**config.mk**
```make
export PLATFORM = sky130hd
export DESIGN_NAME = endpoint_murmur3_hash_unit
export DESIGN_NICKNAME = d
export VERILOG_FILES = /design/src/rtl/emh_pkg.sv /design/src/rtl/endpoint_murmur3_hash_unit.sv /design/src/rtl/emh_datapath.sv
export SDC_FILE = /design/constraint.sdc
export NUM_CORES = 2
export LEC_CHECK = 0
export ABC_AREA = 1
export BUFFER_PORTS_ARGS = -buffer_cell sky130_fd_sc_hd__buf_2
export CELL_PAD_IN_SITES_DETAIL_PLACEMENT = 1
export CELL_PAD_IN_SITES_GLOBAL_PLACEMENT = 2
export CORE_MARGIN = 3
export CORE_UTILIZATION = 40
export DETAILED_ROUTE_END_ITERATION = 6
export PLACE_DENSITY = 0.9
export REMOVE_ABC_BUFFERS = 1
export SETUP_SLACK_MARGIN = 0.2
export SYNTH_ARGS = -nofsm -noshare
export SYNTH_HDL_FRONTEND = slang
export SYNTH_SLANG_ARGS = --single-unit
```
**constraint.sdc**
```tcl
create_clock -name clk -period 19.3 [get_ports clk]
set_input_delay 0 -clock clk [delete_from_list [all_inputs] [get_ports clk]]
set_output_delay 0 -clock clk [all_outputs]
set_load 0.005 [all_outputs]
```
**src/rtl/emh_pkg.sv**
```systemverilog
`default_nettype none

package emh_pkg;

  localparam logic [31:0] SEED_RESET = 32'h0DEA_DBEF;
  localparam logic [31:0] MIX_C1     = 32'hcc9e_2d51;
  localparam logic [31:0] MIX_C2     = 32'h1b87_3593;
  localparam logic [31:0] MIX_N      = 32'he654_6b64;
  localparam logic [31:0] FIN_M1     = 32'h85eb_ca6b;
  localparam logic [31:0] FIN_M2     = 32'hc2b2_ae35;
  localparam logic [31:0] LEN_V4     = 32'd6;
  localparam logic [31:0] LEN_V6     = 32'd18;

  localparam logic [1:0] FAM_V4 = 2'd0;
  localparam logic [1:0] FAM_V6 = 2'd1;

  localparam int unsigned PC_W = 3;

  typedef struct packed {
    logic [1:0]  family;
    logic [63:0] address_high;
    logic [63:0] address_low;
    logic [15:0] port;
  } in_item_t;

  typedef struct packed {
    logic [31:0] hash;
    logic        valid_res;
  } out_item_t;

  typedef enum logic [2:0] {
    OP_K_C1,
    OP_K_C2,
    OP_H_ABS,
    OP_H_M1,
    OP_H_M2,
    OP_DONE
  } op_t;

  typedef enum logic {
    COND_NONE,
    COND_MORE_BLK
  } cond_t;

  typedef struct packed {
    op_t              op;
    cond_t            cond;
    logic [PC_W-1:0]  target;
  } uword_t;

  typedef struct packed {
    logic load;
    logic run;
    op_t  op;
  } dp_ctrl_t;

  typedef struct packed {
    logic        more_blk;
    logic [31:0] fin_hash;
  } dp_stat_t;

  function automatic uword_t ucode(input logic [PC_W-1:0] pc);
    uword_t w;
    w = '{op: OP_DONE, cond: COND_NONE, target: '0};
    unique case (pc)
      3'd0: w = '{op: OP_K_C1,  cond: COND_NONE,     target: 3'd0};
      3'd1: w = '{op: OP_K_C2,  cond: COND_NONE,     target: 3'd0};
      3'd2: w = '{op: OP_H_ABS, cond: COND_MORE_BLK, target: 3'd0};
      3'd3: w = '{op: OP_K_C1,  cond: COND_NONE,     target: 3'd0};
      3'd4: w = '{op: OP_K_C2,  cond: COND_NONE,     target: 3'd0};
      3'd5: w = '{op: OP_H_M1,  cond: COND_NONE,     target: 3'd0};
      3'd6: w = '{op: OP_H_M2,  cond: COND_NONE,     target: 3'd0};
      3'd7: w = '{op: OP_DONE,  cond: COND_NONE,     target: 3'd0};
      default: w = '{op: OP_DONE, cond: COND_NONE, target: 3'd0};
    endcase
    return w;
  endfunction

  function automatic logic [31:0] bswap32(input logic [31:0] v);
    return {v[7:0], v[15:8], v[23:16], v[31:24]};
  endfunction

endpackage

`default_nettype wire

```
**src/rtl/endpoint_murmur3_hash_unit.sv**
```systemverilog
`default_nettype none
// Channel  | Ports                               | Handshake
// input    | start, busy, in_data (in_item_t)    | accepted when start && !busy
// result   | out_strobe, out_data (out_item_t)   | one cycle, no back-pressure
// config   | cfg_we, cfg_wdata                   | seed_r written when cfg_we
//
// IPv4: one block round, then tail and finalization steps; IPv6: three extra
// block rounds of 3 steps. Unknown family: result strobe the cycle after accept.
// Each step is one microcode word; the single shared 32x32 multiplier sets
// the step count. busy is high while the sequencer runs; the result strobe
// coincides with busy falling, so start may be taken in that cycle.
// Synchronous active-low reset clears control and loads the seed.

module endpoint_murmur3_hash_unit (
  input  wire logic              clk,
  input  wire logic              rst_n,
  input  wire logic              start,
  output logic                   busy,
  input  wire emh_pkg::in_item_t in_data,
  output logic                   out_strobe,
  output emh_pkg::out_item_t     out_data,
  input  wire logic              cfg_we,
  input  wire logic [31:0]       cfg_wdata
);

  typedef enum logic {
    ST_IDLE,
    ST_RUN
  } state_t;

  state_t                      state_r;
  logic [emh_pkg::PC_W-1:0]    pc_r;
  logic [31:0]                 seed_r;
  logic                        out_strobe_r;
  emh_pkg::out_item_t          out_data_r;

  emh_pkg::uword_t   uw;
  emh_pkg::dp_ctrl_t ctrl;
  emh_pkg::dp_stat_t stat;
  logic              accept, known;

  assign uw     = emh_pkg::ucode(pc_r);
  assign accept = start && (state_r == ST_IDLE);
  assign known  = (in_data.family == emh_pkg::FAM_V4) || (in_data.family == emh_pkg::FAM_V6);

  assign ctrl.load = accept && known;
  assign ctrl.run  = (state_r == ST_RUN);
  assign ctrl.op   = uw.op;

  emh_datapath u_dp (
    .clk  (clk),
    .ctrl (ctrl),
    .item (in_data),
    .seed (seed_r),
    .stat (stat)
  );

  always_ff @(posedge clk) begin
    if (!rst_n) begin
      state_r      <= ST_IDLE;
      pc_r         <= '0;
      seed_r       <= emh_pkg::SEED_RESET;
      out_strobe_r <= 1'b0;
    end else begin
      out_strobe_r <= 1'b0;
      if (cfg_we) begin
        seed_r <= cfg_wdata;
      end
      unique case (state_r)
        ST_IDLE: begin
          pc_r <= '0;
          if (accept && known) begin
            state_r <= ST_RUN;
          end else if (accept) begin
            out_strobe_r         <= 1'b1;
            out_data_r.hash      <= '0;
            out_data_r.valid_res <= 1'b0;
          end
        end
        ST_RUN: begin
          if (uw.op == emh_pkg::OP_DONE) begin
            state_r              <= ST_IDLE;
            pc_r                 <= '0;
            out_strobe_r         <= 1'b1;
            out_data_r.hash      <= stat.fin_hash;
            out_data_r.valid_res <= 1'b1;
          end else if (uw.cond == emh_pkg::COND_MORE_BLK && stat.more_blk) begin
            pc_r <= uw.target;
          end else begin
            pc_r <= pc_r + 1'b1;
          end
        end
        default: state_r <= ST_IDLE;
      endcase
    end
  end

  assign busy       = (state_r == ST_RUN);
  assign out_strobe = out_strobe_r;
  assign out_data   = out_data_r;

  a_strobe_idle: assert property (@(posedge clk) disable iff (!rst_n)
    out_strobe |-> !busy)
    else $error("result strobe while sequencer busy");

  a_unknown_fam: assert property (@(posedge clk) disable iff (!rst_n)
    accept && !known |=> out_strobe && !out_data.valid_res && out_data.hash == 32'd0)
    else $error("unknown family not answered with empty result");

  a_done_emits: assert property (@(posedge clk) disable iff (!rst_n)
    busy && uw.op == emh_pkg::OP_DONE |=> out_strobe && out_data.valid_res)
    else $error("final step did not emit a result");

  a_idle_pc: assert property (@(posedge clk) disable iff (!rst_n)
    $fell(busy) |-> pc_r == '0)
    else $error("step counter not rewound at end of transaction");

endmodule

`default_nettype wire

```
**src/rtl/emh_datapath.sv**
```systemverilog
`default_nettype none

module emh_datapath (
  input  wire logic              clk,
  input  wire emh_pkg::dp_ctrl_t ctrl,
  input  wire emh_pkg::in_item_t item,
  input  wire logic [31:0]       seed,
  output emh_pkg::dp_stat_t      stat
);

  logic [31:0]      h_r, h_nxt;
  logic [31:0]      k_r, k_nxt;
  logic [3:0][31:0] q_r, q_nxt;
  logic [1:0]       blk_r, blk_nxt;
  logic             v6_r, v6_nxt;

  logic [31:0] mul_a, mul_b, mul_p;
  logic [31:0] abs_t, fin_x, len_w;

  assign len_w = v6_r ? emh_pkg::LEN_V6 : emh_pkg::LEN_V4;
  assign fin_x = h_r ^ k_r ^ len_w;
  assign abs_t = {h_r[18:0] ^ k_r[18:0], h_r[31:19] ^ k_r[31:19]};

  always_comb begin
    unique case (ctrl.op)
      emh_pkg::OP_K_C1: begin
        mul_a = k_r;
        mul_b = emh_pkg::MIX_C1;
      end
      emh_pkg::OP_K_C2: begin
        mul_a = {k_r[16:0], k_r[31:17]};
        mul_b = emh_pkg::MIX_C2;
      end
      emh_pkg::OP_H_M1: begin
        mul_a = fin_x ^ {16'd0, fin_x[31:16]};
        mul_b = emh_pkg::FIN_M1;
      end
      emh_pkg::OP_H_M2: begin
        mul_a = h_r ^ {13'd0, h_r[31:13]};
        mul_b = emh_pkg::FIN_M2;
      end
      default: begin
        mul_a = '0;
        mul_b = '0;
      end
    endcase
  end

  assign mul_p = mul_a * mul_b;

  always_comb begin
    h_nxt   = h_r;
    k_nxt   = k_r;
    q_nxt   = q_r;
    blk_nxt = blk_r;
    v6_nxt  = v6_r;
    if (ctrl.load) begin
      h_nxt = seed;
      if (item.family == emh_pkg::FAM_V6) begin
        v6_nxt   = 1'b1;
        blk_nxt  = 2'd3;
        k_nxt    = emh_pkg::bswap32(item.address_high[63:32]);
        q_nxt[0] = emh_pkg::bswap32(item.address_high[31:0]);
        q_nxt[1] = emh_pkg::bswap32(item.address_low[63:32]);
        q_nxt[2] = emh_pkg::bswap32(item.address_low[31:0]);
        q_nxt[3] = {16'd0, item.port[7:0], item.port[15:8]};
      end else begin
        v6_nxt   = 1'b0;
        blk_nxt  = 2'd0;
        k_nxt    = emh_pkg::bswap32(item.address_low[31:0]);
        q_nxt[0] = {16'd0, item.port[7:0], item.port[15:8]};
        q_nxt[1] = '0;
        q_nxt[2] = '0;
        q_nxt[3] = '0;
      end
    end else if (ctrl.run) begin
      unique case (ctrl.op)
        emh_pkg::OP_K_C1, emh_pkg::OP_K_C2: k_nxt = mul_p;
        emh_pkg::OP_H_M1, emh_pkg::OP_H_M2: h_nxt = mul_p;
        emh_pkg::OP_H_ABS: begin
          h_nxt   = abs_t + {abs_t[29:0], 2'b00} + emh_pkg::MIX_N;
          k_nxt   = q_r[0];
          q_nxt   = {32'd0, q_r[3:1]};
          blk_nxt = blk_r - 2'd1;
        end
        default: ;
      endcase
    end
  end

  always_ff @(posedge clk) begin
    h_r   <= h_nxt;
    k_r   <= k_nxt;
    q_r   <= q_nxt;
    blk_r <= blk_nxt;
    v6_r  <= v6_nxt;
  end

  assign stat.more_blk = (blk_r != 2'd0);
  assign stat.fin_hash = h_r ^ {16'd0, h_r[31:16]};

endmodule

`default_nettype wire
```
# Word level (Yosys, flattened, before mapping)
# Memories as Yosys holds them, arrays and structs flattened. A register that Yosys moved wholly into a read port is not among the register bits.
# Index checks and enable logic that the tools add are counted.
# totals
memories	1
output_inout_bits	35
register_bits	265
mem_bits_ro	32
in_bits	182
# memory_table
name	depth	word_bits	read_ports	rd_ports_with_merged_regs	wr	line	text
(name not given)	8	4	1	1	0	emh_pkg.sv:65	unique case (pc)
# classes
add_sub_neg	4
n_mul	1
mux	34
reduce_logical	17
eq_ne	9
bitwise_logic	8
# op_table
op	n
two-way mux 128 bit	3
case mux 32 bit (4 select lines)	2
two-way mux 32 bit	5
case mux 32 bit (2 select lines)	2
two-way mux 112 bit	1
two-way mux 33 bit	3
case mux 33 bit (2 select lines)	1
bitwise XOR 32 x 16 -> 32 bit	2
bitwise XOR 32 bit	2
adder 32 bit	1
adder 32 bit, second input constant	1
multiplier 32 x 32 -> 32 bit	1
bitwise XOR 32 x 19 -> 32 bit	1
bitwise XOR 19 bit	1
bitwise XOR 13 bit	1
two-way mux 3 bit	3
two-way mux 2 bit	4
equality test 3 x 2 -> 1 bit, second input constant	2
equality test 3 bit, second input constant	2
two-way mux 1 bit	6
case mux 3 bit (2 select lines)	1
AND reduction 2 bit	3
nonzero test 2 bit	3
nonzero test 3 bit	2
other kinds (15)	20

# Depth between registers and ports, before layout
# logic_depth
word_depth	8
ltp_mapped	44
depth_no_buf	42

# Cells and area by module
# Synthesis repeated with hierarchy kept, for this count alone.
# unflattened
cells_unflattened	3449
area_unflattened_um2	29146.7
# modules_own_cells
mod	cells_per_inst	n_inst	area_each_um2
emh_datapath	3157	1	26406.6
endpoint_murmur3_hash_unit	292	1	2740.1

# Worst setup path before layout
# No wires, ideal clock.
# synth_timing
path_type	reg-to-reg
start	register uw[6] (netlist name)
end	register u_dp.k_r[29], data pin
t_arrival_ns	7.939
t_required_ns	19.044
period_less_slack_ns	8.195
path_stages_with_launch	37
slack_ns	11.105
setup_time_ns	0.256
path_cell_list	dfxtp_1 -> nor2_2 -> nand2_2 -> buf_2 -> nor2_2 -> a211oi_1 -> inv_1 -> nor2_1 -> nor2_1 -> fa_1 -> fa_1 -> fa_1 -> inv_1 -> fa_1 -> inv_1 -> fa_1 -> inv_1 -> fa_1 -> inv_1 -> fa_1 -> inv_1 -> fa_1 -> inv_1 -> ha_1 -> nand2_1 -> nor4_1 -> nand4_1 -> nand3_1 -> nand2_1 -> o211ai_1 -> a21oi_1 -> o21ai_0 -> a21oi_1 -> o21ai_0 -> nand2_1 -> nand2_1 -> nand2_1
# synth_between
elab_chain_len	6
# synth_lines
element	line	text
equality test 3 bit, or another cell as far along	emh_datapath.sv:25	unique case (ctrl.op)
case mux 32 bit (4 select lines)	emh_datapath.sv:25	
multiplier 32 x 32 -> 32 bit	emh_datapath.sv:49	assign mul_p = mul_a * mul_b;
case mux 32 bit (2 select lines) *	emh_datapath.sv:77	unique case (ctrl.op)
two-way mux 32 bit *	emh_datapath.sv:76	end else if (ctrl.run) begin
two-way mux 32 bit *	emh_datapath.sv:57	if (ctrl.load) begin
via u_dp.k_nxt[29]	emh_datapath.sv:12	logic [31:0] k_r, k_nxt;
to (signal assigned)	emh_datapath.sv:93	k_r <= k_nxt;
to (decl)	emh_datapath.sv:12	
# Mark *: on every way through the listed nets, which the timed path passes. The rest lies on a longest branch. The select of a mux whose other input is x is not followed.
# A chain may end at the register's enable or synchronous reset.

# Worst setup path after layout
# layout_timing
start	register uw[4] (netlist name)
end	register u_dp.k_r[30], data pin
# layout_between
elab_chain_len	6
# layout_lines
element	line
equality test 3 bit, or another cell as far along	emh_datapath.sv:25
case mux 32 bit (4 select lines)	emh_datapath.sv:25
multiplier 32 x 32 -> 32 bit	emh_datapath.sv:49
case mux 32 bit (2 select lines) *	emh_datapath.sv:77
two-way mux 32 bit *	emh_datapath.sv:76
two-way mux 32 bit *	emh_datapath.sv:57
via u_dp.k_nxt[30]	emh_datapath.sv:12
# Marked as above.

==> impl_summary.log <==
INFO  metric fp.dieArea = 76000 um^2
INFO  metric timing.critical_path.to_type = flip-flop
INFO  metric cts_hold_buf = 188
INFO  metric route.detailed.vias_per_inst = 5.36
INFO  metric post_route_cells_drive_above_1_share = 10.3%
INFO  metric detail_route.drc_violations = 0
INFO  metric synth_edf_count = 212
INFO  metric synth_async_sr_flop_share = 0%
INFO  metric cts_buffer_depth = 3
INFO  metric worst_path_most_repeated_cell = inv_1
INFO  metric placementRows = 98
INFO  metric nets = 4511
INFO  metric worst_clock_skew_on_the_final_layout = 0.0305 ns
INFO  metric critical_path.slowest_cell = nor2_1
INFO  metric r2r_start = uw[4]$_DFF_P_
INFO  metric post-cts-setup-buffer-count = 0
INFO  metric ff2ff_path_depth = 38
INFO  metric final_hold_viol_count = 0
INFO  metric final_antenna_net_count = 0
INFO  metric cp_data_required_time = 19.61 ns
INFO  metric finalWirelength = 124000 um
INFO  metric post-dp-hpwl = 101000 um
INFO  metric layout.cells.most_common = inv_1
INFO  metric synthesis.area = 29100 um^2
INFO  metric postCtsResizedCells = 0
INFO  metric outcome = finished clean
INFO  metric cts_inserted_buffers = 27
INFO  metric synth_top_area_share = 28.1%
INFO  metric dr.first_iter.drc_count = 2069
INFO  metric synth.ff_latch_count = 253
INFO  metric final_cell_mix = 852 x inv_1, 588 x nand2_1, 408 x fa_1
INFO  metric placeableCoreArea = 71700 um^2
INFO  metric worst_setup_path_category = reg2reg
INFO  metric cp_max_fo = 26
INFO  metric min_path_cells = 3
INFO  metric holdPathEnd = seed_r[26]$_SDFFE_PN1P_
INFO  metric synth_cells = 3371
INFO  metric ctsHtreeMaxLevel = 1
INFO  metric final_cycle_utilization_of_the_critical_path = 53.3%
INFO  metric rsz0062_at_grt = false
INFO  metric place.gp.congestion = 1.02
INFO  metric yosysWarningCount = 0
INFO  metric cts_tree = built
INFO  metric source_of_the_worst_hold_timing_path = cfg_we
INFO  metric floorplan.die.height = 276 um
INFO  metric grt_pass1_vias = 28.0k
INFO  metric max_freq = 0.0972 GHz
INFO  metric worstMarginPinSlew = 1.07 ns
INFO  metric worst_r2r_endpoint = u_dp.k_r[30]$_DFFE_PP_
INFO  metric timing.reg2reg.setup_slack = 9.01 ns
INFO  metric critPathMaxStageDelay = 0.65 ns
INFO  metric arrival = 10.60 ns
INFO  metric grt_overflow_total = 0
INFO  metric synth_largest_area_cell = fa_1
INFO  metric yosysSeqAreaShare = 24.7%
INFO  metric worst_hold_path_type = in2reg
INFO  metric dr.pass1.iters = 5
INFO  metric timing.max_cap.violations = 0
INFO  metric cts.sink_count = 253
INFO  metric detail_route.wl_per_cell = 26.3 um
INFO  metric clock_tree.root_cell = clkbuf_16
INFO  metric final-setup-viol-count = 0
INFO  metric io_pins = 217
INFO  metric remaining_max_slew_budget_at_the_tightest_pin = 28.4%
INFO  metric ys.flop_type = edfxtp_1
INFO  metric cts.reportedPaths.clkPinSlew = 0.06 ns
INFO  metric first_pass_grt_wire_length = 182000 um
INFO  metric ys_types = 54
INFO  metric avgSynthCellArea = 8.63 um^2
INFO  metric final-max-slew-violation-count = 0
INFO  metric via_count = 25.3k
INFO  metric clock_latency = 0.59 ns
INFO  metric fp.dieW = 276 um
INFO  metric synthToLayoutAreaGrowth = 16.9%
INFO  metric final_period_minus_worst_setup_slack = 10.29 ns
INFO  metric synth.top_cells.by_area = fa_1 28%, edfxtp_1 22%, inv_1 11%
INFO  metric buffers_on_ports = 216
INFO  metric grt_max_degree = 73
INFO  metric initial_utilization = 40.6%
INFO  metric fillers = 8542
INFO  metric start_kind = flip-flop
INFO  metric groute.usage.overall = 33.1%
INFO  metric setup_tns = 0 ns
INFO  metric antenna_violations_before_repair = 3
[registers in the layout, summed over array words and instances, names as in the netlist]
signal      flops
pc_r            3
u_dp.k_r       32
u_dp.v6_r       1
uw              4
seed_r         32
u_dp.h_r       32
u_dp.q_r      112
u_dp.blk_r      2
busy            1
out_strobe      1
out_data       33
[cell type report]
class,count,area (um^2),share of cell area [%]
flip-flops and latches,253,7190,21.1
repair buffers,435,3200,9.39
clock buffers,41,798,2.35
multi-input cells,2151,18300,53.7
inverters,873,3280,9.65
well taps,950,1190,3.49
clock inverters,9,97.6,0.287
diodes,1,2.50,0.00736
[worst max path at each step]
stage | startpoint | endpoint | depth (start not counted)
global placement | uw[4]$_DFF_P_ | u_dp.k_r[27]$_DFFE_PP_ | 39
floorplan | busy$_SDFF_PN0_ | u_dp.q_r[0]$_DFFE_PP_ | 5
global route | uw[4]$_DFF_P_ | u_dp.k_r[29]$_DFFE_PP_ | 39
detailed placement | uw[4]$_DFF_P_ | u_dp.k_r[31]$_DFFE_PP_ | 40
finish | uw[4]$_DFF_P_ | u_dp.k_r[30]$_DFFE_PP_ | 38
CTS | uw[4]$_DFF_P_ | u_dp.k_r[31]$_DFFE_PP_ | 39
[cell usage after synthesis (36+ instances only)]
| master | count |
|---|---|
| a31oi_1 | 36 |
| dfxtp_1 | 41 |
| xnor2_1 | 45 |
| a22o_1 | 54 |
| o21ai_0 | 135 |
| clkbuf_1 | 66 |
| fa_1 | 408 |
| nand3_1 | 116 |
| nor2_1 | 241 |
| edfxtp_1 | 212 |
| nand2_1 | 588 |
| inv_1 | 855 |
| ha_1 | 180 |
| a21oi_1 | 144 |
[kinds of logic after synthesis]
logic type | after synthesis | synth area share [%]
AND/OR/NAND/NOR | 1043 | 15.2
flip-flops | 253 | 24.7
XOR/XNOR | 80 | 2.41
buffers and inverters | 967 | 12.7
AO/OA/AOI/OAI | 440 | 9.22
adder cells (fa/ha/maj) | 588 | 35.8
[through the flow]
stage / area (um^2) / std cells / hold slack [ns] / utilization, % / worst slack (ns)
2_1_floorplan: 28700 / 3277 / 0.0841 / - / 9.71
3_3_place_gp: 31200 / 4474 / 0.211 / 43.6 / 9.34
3_5_place_dp: 31200 / 4474 / 0.219 / 43.6 / 9.36
4_1_cts: 34000 / 4712 / 0.00840 / 47.4 / 9.30
5_1_grt: 34000 / 4713 / 0.0577 / 47.4 / 8.40
6_report: 34000 / 4713 / 0.0346 / 47.4 / 9.01
[worst max-delay path, delay by kind of cell (launching register included)]
family	cells	cell delay, ns
simple gates	11	2.80
flops	1	0.57
buf+inv	12	1.39
compound gates	6	1.47
fa+ha+maj	9	3.78
[per-layer routing]
metal	share of wire (%)	wire length [um]	vias up	GRT usage, %
li1	-	-	11100	-
met1	40	49900	12900	41.5
met2	49	60400	899	56.9
met4	5.5	6770	2	15.1
met3	5.6	7010	289	4.36
met5	0.010	13	-	0
Power is left out: the tool's default activity adds up to more than one toggle a clock period on the data nets, which glitch-free logic cannot reach.
